==> config.mk <==
export PLATFORM = sky130hd
export DESIGN_NAME = uncd_ctrl
export DESIGN_NICKNAME = d
export VERILOG_FILES = /design/src/rtl/uncd_pkg.sv /design/src/rtl/uncd_ctrl.sv
export SDC_FILE = /design/constraint.sdc
export NUM_CORES = 1
export LEC_CHECK = 0
export ABC_CLOCK_PERIOD_IN_PS = 5950
export BUFFER_PORTS_ARGS = -buffer_cell sky130_fd_sc_hd__buf_2
export CAP_MARGIN = 0
export CORE_MARGIN = 2
export CORE_UTILIZATION = 30
export CTS_BUF_LIST = sky130_fd_sc_hd__clkbuf_8 sky130_fd_sc_hd__clkbuf_16
export DETAILED_ROUTE_END_ITERATION = 16
export SLEW_MARGIN = 15
export SYNTH_ARGS = -nofsm -noshare
export SYNTH_HDL_FRONTEND = slang
export SYNTH_SLANG_ARGS = --single-unit
==> constraint.sdc <==
create_clock -name clk -period 5.95 [get_ports clk]
set_clock_uncertainty 0.15 [all_clocks]
set_input_delay 1.785 -clock clk [delete_from_list [all_inputs] [get_ports clk]]
set_output_delay 1.785 -clock clk [all_outputs]
set_load 0.05 [all_outputs]
==> src/rtl/uncd_pkg.sv <==
// Package for the packed Unicode name decoder.
// Holds the input mode codes, the flag codes, the sequencer states and the result flags.
// No dependencies.
package uncd_pkg;

  typedef enum logic [1:0] {
    MODE_LOAD    = 2'd0,
    MODE_CHAR    = 2'd1,
    MODE_RESTART = 2'd2,
    MODE_NONE    = 2'd3
  } uncd_mode_t;

  typedef enum logic [1:0] {
    CODE_LIT  = 2'd0,
    CODE_BASE = 2'd1,
    CODE_PAIR = 2'd2,
    CODE_RUN  = 2'd3
  } uncd_code_t;

  typedef enum logic [2:0] {
    ST_IDLE,
    ST_GOT_FLAG,
    ST_GOT1,
    ST_GOT_HI,
    ST_GOT_CORR,
    ST_EMIT
  } uncd_state_t;

  typedef struct packed {
    logic is_end;
    logic past_end;
  } uncd_flags_t;

  localparam logic [10:0] MAX_CHARS_RESET = 11'd1024;
  localparam logic [3:0]  FLAG_BITS       = 4'd8;

endpackage

==> src/rtl/uncd_ctrl.sv <==
// Decode sequencer: loads the store, fetches flag, length, correction and data bytes.
// Depends on uncd_pkg; drives the port of uncd_store.
module uncd_ctrl
  import uncd_pkg::*;
#(
  parameter int ENC_DEPTH = 2048,
  parameter int MAX_NAME  = 1024,
  localparam int AW  = $clog2(ENC_DEPTH),
  localparam int RPW = $clog2(ENC_DEPTH + 1),
  localparam int IW  = $clog2(MAX_NAME),
  localparam int PW  = $clog2(MAX_NAME + 1),
  localparam int LW  = (PW > 11) ? PW : 11
) (
  input  logic              clk,
  input  logic              rst,
  input  logic              in_valid,
  output logic              in_ready,
  input  uncd_mode_t        in_mode,
  input  logic [7:0]        in_byte,
  input  logic [10:0]       max_chars,
  output logic              mem_we,
  output logic [AW-1:0]     mem_addr,
  output logic [7:0]        mem_wdata,
  input  logic [7:0]        mem_rdata,
  output logic              res_valid,
  input  logic              res_ready,
  output logic [15:0]       res_char,
  output logic [IW-1:0]     res_index,
  output uncd_flags_t       res_flags
);

  uncd_state_t state, state_next;

  logic [RPW-1:0] count;
  logic [RPW-1:0] rp;
  logic [7:0]     base;
  logic [7:0]     flags;
  logic [3:0]     bits;
  logic [7:0]     run_left;
  logic           run_corr;
  logic [7:0]     corr;
  logic [PW-1:0]  pos;
  logic           fin;
  logic [7:0]     nat;
  logic [7:0]     lo;
  logic [7:0]     len;
  logic           rd_ok;

  logic           accept;
  logic           issue;
  logic [7:0]     fdata;
  uncd_code_t     code;
  logic [LW-1:0]  mc_ext;
  logic [LW-1:0]  lim;
  logic           at_limit;
  logic           go_decode;
  logic [15:0]    run_val;

  assign accept    = in_valid && in_ready;
  assign fdata     = rd_ok ? mem_rdata : 8'h00;
  assign code      = uncd_code_t'(flags[7:6]);
  assign mc_ext    = LW'(max_chars);
  assign lim       = (mc_ext == '0) ? LW'(1) :
                     (mc_ext > LW'(MAX_NAME)) ? LW'(MAX_NAME) : mc_ext;
  assign at_limit  = LW'(pos) >= (lim - LW'(1));
  assign go_decode = !fin && !at_limit && (run_left == 8'd0) && (rp < count);
  assign run_val   = run_corr ? {base, in_byte + corr} : {8'h00, in_byte};

  always_comb begin
    state_next = state;
    case (state)
      ST_IDLE: begin
        if (accept && in_mode == MODE_CHAR) begin
          if (go_decode) begin
            state_next = (bits == 4'd0) ? ST_GOT_FLAG : ST_GOT1;
          end else begin
            state_next = ST_EMIT;
          end
        end
      end
      ST_GOT_FLAG: state_next = ST_GOT1;
      ST_GOT1: begin
        case (code)
          CODE_PAIR: state_next = ST_GOT_HI;
          CODE_RUN:  state_next = fdata[7] ? ST_GOT_CORR : ST_EMIT;
          default:   state_next = ST_EMIT;
        endcase
      end
      ST_GOT_HI:   state_next = ST_EMIT;
      ST_GOT_CORR: state_next = ST_EMIT;
      ST_EMIT: begin
        if (res_ready) begin
          state_next = ST_IDLE;
        end
      end
      default: state_next = ST_IDLE;
    endcase
  end

  always_comb begin
    in_ready  = (state == ST_IDLE);
    res_valid = (state == ST_EMIT);
    mem_we    = 1'b0;
    issue     = 1'b0;
    case (state)
      ST_IDLE: begin
        mem_we = accept && in_mode == MODE_LOAD && count < RPW'(ENC_DEPTH);
        issue  = accept && in_mode == MODE_CHAR && go_decode;
      end
      ST_GOT_FLAG: issue = 1'b1;
      ST_GOT1:     issue = (code == CODE_PAIR) || (code == CODE_RUN && fdata[7]);
      default: begin
        mem_we = 1'b0;
        issue  = 1'b0;
      end
    endcase
    mem_addr  = mem_we ? count[AW-1:0] : rp[AW-1:0];
    mem_wdata = in_byte;
  end

  always_ff @(posedge clk) begin
    if (rst) begin
      state    <= ST_IDLE;
      count    <= '0;
      rp       <= RPW'(1);
      base     <= 8'h00;
      flags    <= 8'h00;
      bits     <= 4'd0;
      run_left <= 8'd0;
      run_corr <= 1'b0;
      corr     <= 8'h00;
      pos      <= '0;
      fin      <= 1'b0;
      rd_ok    <= 1'b0;
    end else begin
      state <= state_next;
      if (issue) begin
        rd_ok <= rp < count;
        if (rp != RPW'(ENC_DEPTH)) begin
          rp <= rp + RPW'(1);
        end
      end
      case (state)
        ST_IDLE: begin
          if (accept) begin
            case (in_mode)
              MODE_LOAD: begin
                if (count < RPW'(ENC_DEPTH)) begin
                  count <= count + RPW'(1);
                  if (count == '0) begin
                    base <= in_byte;
                  end
                end
              end
              MODE_RESTART: begin
                count    <= '0;
                rp       <= RPW'(1);
                base     <= 8'h00;
                flags    <= 8'h00;
                bits     <= 4'd0;
                run_left <= 8'd0;
                run_corr <= 1'b0;
                corr     <= 8'h00;
                pos      <= '0;
                fin      <= 1'b0;
              end
              MODE_CHAR: begin
                nat       <= in_byte;
                res_index <= (pos > PW'(MAX_NAME - 1)) ? IW'(MAX_NAME - 1)
                                                       : pos[IW-1:0];
                if (pos < PW'(MAX_NAME)) begin
                  pos <= pos + PW'(1);
                end
                if (fin) begin
                  res_char  <= 16'h0000;
                  res_flags <= '{is_end: 1'b0, past_end: 1'b1};
                end else if (at_limit || (run_left == 8'd0 && !(rp < count))) begin
                  res_char  <= 16'h0000;
                  res_flags <= '{is_end: 1'b1, past_end: 1'b0};
                  fin       <= 1'b1;
                end else if (run_left != 8'd0) begin
                  res_char  <= run_val;
                  res_flags <= '0;
                  run_left  <= run_left - 8'd1;
                end else begin
                  res_char  <= 16'h0000;
                  res_flags <= '0;
                end
              end
              default: begin
                nat <= nat;
              end
            endcase
          end
        end
        ST_GOT_FLAG: begin
          flags <= fdata;
          bits  <= FLAG_BITS;
        end
        ST_GOT1: begin
          case (code)
            CODE_LIT: begin
              res_char <= {8'h00, fdata};
              flags    <= {flags[5:0], 2'b00};
              bits     <= bits - 4'd2;
            end
            CODE_BASE: begin
              res_char <= {base, fdata};
              flags    <= {flags[5:0], 2'b00};
              bits     <= bits - 4'd2;
            end
            CODE_PAIR: begin
              lo <= fdata;
            end
            default: begin
              len <= fdata;
              if (!fdata[7]) begin
                run_corr <= 1'b0;
                res_char <= {8'h00, nat};
                run_left <= fdata + 8'd1;
                flags    <= {flags[5:0], 2'b00};
                bits     <= bits - 4'd2;
              end
            end
          endcase
        end
        ST_GOT_HI: begin
          res_char <= {fdata, lo};
          flags    <= {flags[5:0], 2'b00};
          bits     <= bits - 4'd2;
        end
        ST_GOT_CORR: begin
          corr     <= fdata;
          run_corr <= 1'b1;
          res_char <= {base, nat + fdata};
          run_left <= {1'b0, len[6:0]} + 8'd1;
          flags    <= {flags[5:0], 2'b00};
          bits     <= bits - 4'd2;
        end
        default: begin
          nat <= nat;
        end
      endcase
    end
  end

endmodule

==> flow_summary_export.csv, run 1 <==
group,metric,value,unit
final_layout,antenna_cells,0,
setup_path,ff2ff_path_depth,10,
timing,finalCritPeriodShare,91.3,%
floorplanning,floorplan.initialDensity,30.3,%
run_status,status,"finished clean",
floorplanning,ios,83,
synthesis,netlist_instances,868,
drt,detail_route.drc_violations,0,
run,max_cap_viol_count,0,
timing,grt_setup_unrepaired,"no",
setup_path,setup.worst_path.start_class,"primary input",
floorplanning,die_x,163,um
place,buffer_ports.inserted,82,
pwr,p_comb_share,32.5,%
timing,minimum_clock_period_after_layout,5430,ps
synthesis,yosys_warnings,0,
drt,drt_first_iter_violations,536,
clock_tree,worstSkewPairLatency,420,ps
setup_path,path_class,"in2out",
timing,tightestPinTransition,996,ps
synthesis,ys_seq_area_share,40.4,%
drt,wirelength,19900,um
setup_path,critical_path.endpoint_type,"output pin",
clock_tree,clock_sink_count,127,
synthesis,syn_avg_cell_area,8.71,sq um
clock_tree,worst_setup_hold_path_clk_slew,50,ps
place,dp.final_hpwl,14600,um
timing,fmax,184,MHz
pwr,power.share.clock,34.1,%
setup_path,critPathRequiredTime,4010,ps
global_route,grt_pass1_wl,32100,um
place,post-place-cells,1255,
clock_tree,post_cts.resized_instances,0,
clock_tree,cts_made_buffers,17,
synthesis,synth_edf_count,51,
global_route,groute.usage.overall,15.3,%
clock_tree,root_buffer,"clkbuf_16",
global_route,grt_start_max_net_pins,48,
synthesis,synth.distinct_cells,64,
pwr,static-leakage-power,3.46,nW
global_route,grt_pass1_vias,6115,
timing,setup-tns-final,0,ps
floorplanning,design.die.area,26500,sq um
clock_tree,clock_tree_from_tritoncts,"done",
global_route,grt_overflow_total,0,
pwr,power.share.switching,35.7,%
timing,final-setup-viol-count,0,
pwr,seq_power_share,33.4,%
drt,routed_wire_length_per_instance,15.4,um
clock_tree,cts_max_path_buffers,2,
setup_path,critPathArrivalTime,3500,ps
final_layout,nNetsFinal,1028,
pwr,cellInternalPower,2.09,mW
drt,route.detailed.vias_per_inst,5.13,
min_path,hold-path-cell-count,2,
timing,final-max-slew-violation-count,0,
drt,antenna_violating_nets_post_route,0,
final_layout,fillerInstances,2577,
clock_tree,clock_tree.htree_level_count,4,
synthesis,synthArstFlopShare,0,%
min_path,min_path_type,"reg2reg",
final_layout,layout-area-overhead-vs-synth,18.7,%
clock_tree,post_cts.repair.setup_buffers,0,
setup_path,critical_path_peak_fanout,23,
floorplanning,rows,58,
synthesis,ys_ff_latch,127,
synthesis,synth_area,7560,sq um
final_layout,multi_input_gate_area_in_the_final_layout,4180,sq um
pwr,power.density_cell_area,362,nW/um^2
pwr,vdd.ir_drop.worst,0.000218,V
final_layout,ratio_of_cells_with_drive_above_1_in_the_final_layout,15.5,%
place,globalplace.congestion,0.826,
drt,via_count,6607,
synthesis,commonest_register_cell_after_synthesis,"dfxtp_1",
final_layout,seq_area,3050,sq um
timing,maxSlewHeadroom,33.6,%
clock_tree,holdBufCountCts,0,
final_layout,post_layout_nonfiller_instances,1287,
synthesis,synthesis.nets,952,
floorplanning,die-height,163,um
global_route,antenna_violations_before_repair,0,
pwr,power.switching,1.16,mW
drt,detailedRoute.firstPassIterationCount,6,
floorplanning,fp.coreArea,25000,sq um
timing,final-hold-violation-count,0,
[critical path, cell delays in order]
cell     delay, ps
buf_2          140
or4b_1         530
or2_2          480
o21ai_0        250
buf_2          300
[sequential cells by signal, indices dropped and copies added, names as in the netlist, 2 cells and up]
name,count
res_char,16
count,12
rp,12
pos,11
res_index,10
base,8
corr,8
flags,8
lo,8
nat,8
run_left,8
len,7
bits,3
state,3
res_flags,2
[per-stage QoR]
step | hold WS (ps) | area, sq um | total power [mW] | setup WS, ps | util (%)
after floorplan | 296 | 7560 | 1.85 | 46.1 | -
after global placement | 306 | 8330 | 2.14 | 204 | 33.4
after detailed placement | 309 | 8330 | 2.15 | 137 | 33.4
after CTS | 318 | 8960 | 3.26 | 487 | 35.9
after global routing | 332 | 8970 | 3.43 | 84.4 | 35.9
final | 319 | 8970 | 3.25 | 518 | 35.9
[cell usage in the layout (no fill, tap or decap), drive strengths merged, types with 9 or more instances in the layout]
cell type / instances
xor2: 10
ha: 49
dfxtp: 76
edfxtp: 51
clkbuf: 19
o31ai: 9
mux2i: 10
nand2: 78
nand2b: 25
nand3b: 12
buf: 98
nand3: 28
nand4: 9
xnor2: 28
nor3: 20
a22oi: 13
nor2: 99
or3: 15
a211oi: 10
or2: 13
o21ai: 70
inv: 47
a21oi: 51
[layout make-up]
cell class,count,share of cell area [%]
clock buffer,19,5.18
clock inverter,13,1.90
inverter,43,1.80
multi-input combinational,657,46.6
sequential,127,34.0
tap,330,4.60
timing repair buffer,98,5.92
[cell usage after synthesis (6+ instances only)]
cell type   n  area, sq um
o31ai_1     9         67.6
or3_1      15         93.8
nor2_1     99          372
clkbuf_1   31          116
xnor2_1    28          245
o21ai_1    16         80.1
nand3b_1   12         90.1
a221oi_1    7         61.3
xor2_1     10         87.6
or2_2       9         56.3
buf_4       8         60.1
a21oi_1    51          255
edfxtp_1   51         1530
nor2b_1     8         50.1
nor3_1     20          100
inv_1      41          154
nand2b_1   25          156
a21o_1      8         60.1
mux2i_1    10          100
ha_1       49          613
a222oi_1    6         60.1
nand3_1    28          140
dfxtp_1    76         1520
a31oi_1     8         50.1
nand4_1     9         56.3
o21ai_0    54          270
and3_1      8         50.1
a22oi_1    13         97.6
a211oi_1    9         67.6
nand2_1    78          293
[logic make-up (layout without fill, tap and decap cells)]
logic type               count (synthesis)  count (layout)  synth area share, %
AO/OA/AOI/OAI                          215             215                 18.0
buffers and inverters                   84             173                 4.57
adder cells (fa/ha/maj)                 51              51                 8.64
AND/OR/NAND/NOR                        341             341                 22.4
XOR/XNOR                                38              38                 4.40
multiplexers                            12              12                 1.62
flip-flops                             127             127                 40.4
[layer usage]
metal  up-vias  share of wire, %  global-route usage, %
li1       3290                 -                      -
met5         -                 0                      0
met4         0               2.0                   5.63
met2       195                46                   24.5
met1      3097                46                   20.7
met3        25               5.4                   2.65
[power groups by stage]
stage	combinational [mW]	sequential [mW]	clock (mW)
6_report	1.06	1.08	1.11
5_1_grt	1.16	1.10	1.17
4_1_cts	1.05	1.08	1.13
3_5_place_dp	1.05	1.10	0
3_3_place_gp	1.04	1.10	0
2_1_floorplan	0.702	1.15	0
[path summary, 6_finish.rpt]
check	start	to	slack (ps)
max	in_valid	mem_addr[1]	520
min	base[5]	base[5]	320
max reg2reg	rd_ok	res_char[7]	2770
min reg2reg	base[5]	base[5]	320
(Power assumes the default switching activity.)
==> run 2: changes to the inputs <==
Settings changed: BUFFER_PORTS_ARGS -buffer_cell sky130_fd_sc_hd__buf_2 to -buffer_cell sky130_fd_sc_hd__buf_4.
==> flow_summary_export.csv, run 2 (synthesis gave the netlist of run 1 again) <==
group,metric,value,unit
run_status,status,"finished clean",
place,globalplace.congestion,0.824,
global_route,grt_start_max_net_pins,48,
final_layout,multi_input_gate_area_in_the_final_layout,4180,sq um
setup_path,critical_path.endpoint_type,"register",
floorplanning,rows,58,
timing,tightestPinTransition,1100,ps
setup_path,critPathRequiredTime,6150,ps
final_layout,top_regs,"res_char (16), count (12), rp (12)",
final_layout,antenna_cells,0,
place,buffer_ports.inserted,82,
setup_path,critical_path_peak_fanout,13,
setup_path,path_depth,19,
run,max_cap_viol_count,0,
drt,detailedRoute.firstPassIterationCount,5,
setup_path,timing.rr.end,"res_char[7]",
final_layout,fillerInstances,2568,
clock_tree,root_buffer,"clkbuf_16",
floorplanning,floorplan.initialDensity,30.3,%
drt,routed_wire_length_per_instance,15.8,um
global_route,grt_overflow_total,0,
clock_tree,clock_sink_count,127,
floorplanning,ios,83,
pwr,static-leakage-power,3.47,nW
final_layout,regMostFlops,"res_char",
floorplanning,die_x,163,um
floorplanning,fp.coreArea,25000,sq um
clock_tree,worst_setup_hold_path_clk_slew,60,ps
timing,whs,317,ps
timing,final-max-slew-violation-count,0,
timing,fmax,183,MHz
setup_path,critical_path_source,"max_chars[8]",
setup_path,critPathTopFamily,"compound AO/OA/AOI/OAI gates",
timing,minimum_clock_period_after_layout,5460,ps
timing,final-setup-viol-count,0,
clock_tree,worstSkewPairLatency,420,ps
final_layout,final_cell_mix,"nor2_1 (98), buf_4 (96), nand2_1 (78)",
drt,via_count,6500,
timing,final-hold-violation-count,0,
place,dp.final_hpwl,14800,um
global_route,grt_pass1_vias,6184,
clock_tree,holdBufCountCts,0,
global_route,antenna_violations_before_repair,0,
floorplanning,design.die.area,26500,sq um
final_layout,largest_register_ffs,16,
setup_path,ff2ff_path_depth,10,
final_layout,nNetsFinal,1026,
drt,wirelength,20300,um
clock_tree,cts_made_buffers,17,
clock_tree,cts_max_path_buffers,2,
pwr,power.density_cell_area,353,nW/um^2
floorplanning,die-height,163,um
final_layout,mostFrequentLayoutCell,"nor2_1",
timing,finalCritPeriodShare,91.8,%
final_layout,layout-area-overhead-vs-synth,20.5,%
setup_path,timing.critical_path.slowest_cell_delay,440,ps
setup_path,setup.worst_path.start_class,"primary input",
clock_tree,post_cts.repair.setup_buffers,0,
final_layout,ratio_of_cells_with_drive_above_1_in_the_final_layout,15.6,%
setup_path,crit_chain,"buf_4, nor4_1, nand2_1, nor2_1, o21ai_0, ha_1, o21ai_0, nor2_1, a31oi_1, o21ai_0, ha_1, a21o_1, a21oi_1, nor2b_1, o211ai_1, o31a_1, buf_4, or3_1, a21oi_1",
pwr,vdd.ir_drop.worst,0.000208,V
setup_path,cpMostUsedCell,"o21ai_0",
setup_path,path_class,"in2reg",
drt,drt_first_iter_violations,423,
final_layout,seq_area,3050,sq um
min_path,min_path_type,"reg2reg",
timing,maxSlewHeadroom,26.3,%
timing,setup-tns-final,0,ps
global_route,groute.usage.overall,15.6,%
drt,antenna_violating_nets_post_route,0,
global_route,grt_pass1_wl,32600,um
setup_path,critPathArrivalTime,5660,ps
clock_tree,post_cts.resized_instances,0,
setup_path,reg2reg_slack,2840,ps
setup_path,crit-reg2reg-launch,"rd_ok",
drt,route.detailed.vias_per_inst,5.06,
setup_path,cp_slowest_cell,"o31a_1",
clock_tree,clock_tree.htree_level_count,4,
clock_tree,clock_tree_from_tritoncts,"done",
drt,detail_route.drc_violations,0,
setup_path,end_point_of_the_critical_path,"rp[10]",
timing,grt_setup_unrepaired,"no",
setup_path,critical_path_buf_inv_count,2,
[run 2: cell count changes in the layout (fill, tap and decap cells not counted), sizes merged]
cell | previous run | this run
buf | 98 | 96
bufinv | 4 | 2
clkbuf | 19 | 17
clkinvlp | 1 | 3
inv | 47 | 49
[run 2: per-stage QoR]
stage / worst slack, ps / utilization [%] / std cells / area [sq um] / total power, mW
detailed placement: 124 / 34.1 / 1253 / 8520 / 2.18
floorplan: 46.1 / - / 868 / 7560 / 1.85
global placement: 211 / 34.1 / 1253 / 8520 / 2.17
finish: 488 / 36.5 / 1285 / 9110 / 3.21
CTS: 543 / 36.5 / 1285 / 9100 / 3.22
global route: 59.5 / 36.5 / 1285 / 9110 / 3.39
[run 2: worst min-delay path by stage]
stage	from	end	cells after the start
6_report	base[3]	base[3]	2
5_1_grt	base[0]	base[0]	2
4_1_cts	base[4]	base[4]	2
3_5_place_dp	base[4]	base[4]	2
3_3_place_gp	base[4]	base[4]	2
2_1_floorplan	base[0]	base[0]	2
[run 2: layer usage]
metal	up-vias	track usage, %	part of all wire [%]
li1	3283	-	-
met1	3035	21.1	48
met2	153	24.8	45
met3	29	2.90	4.6
met4	0	5.83	2.3
met5	-	0	0
[run 2: where the power goes]
| group | internal, mW | total [mW] | switching [mW] |
|---|---|---|---|
| Sequential | 1.01 | 1.09 | 0.0816 |
| Clock | 0.623 | 1.04 | 0.418 |
| Combinational | 0.375 | 1.09 | 0.711 |
[run 2: worst reg2reg max path: cells and delay by family (launching register included)]
family,cells,cell delay (ps)
flip-flops,1,530
buffers and inverters,1,280
XOR/XNOR,1,140
AO/OA/AOI/OAI,5,1180
AND/OR/NAND/NOR,2,290
adder cells (fa/ha/maj),1,290
[run 2: final cells by class]
class,instances,share of cell area (%)
sequential,127,33.5
tap,330,4.53
clock buffer,17,4.67
inverter,43,1.77
clock inverter,15,1.76
multi-input combinational,657,45.8
timing repair buffer,96,7.91
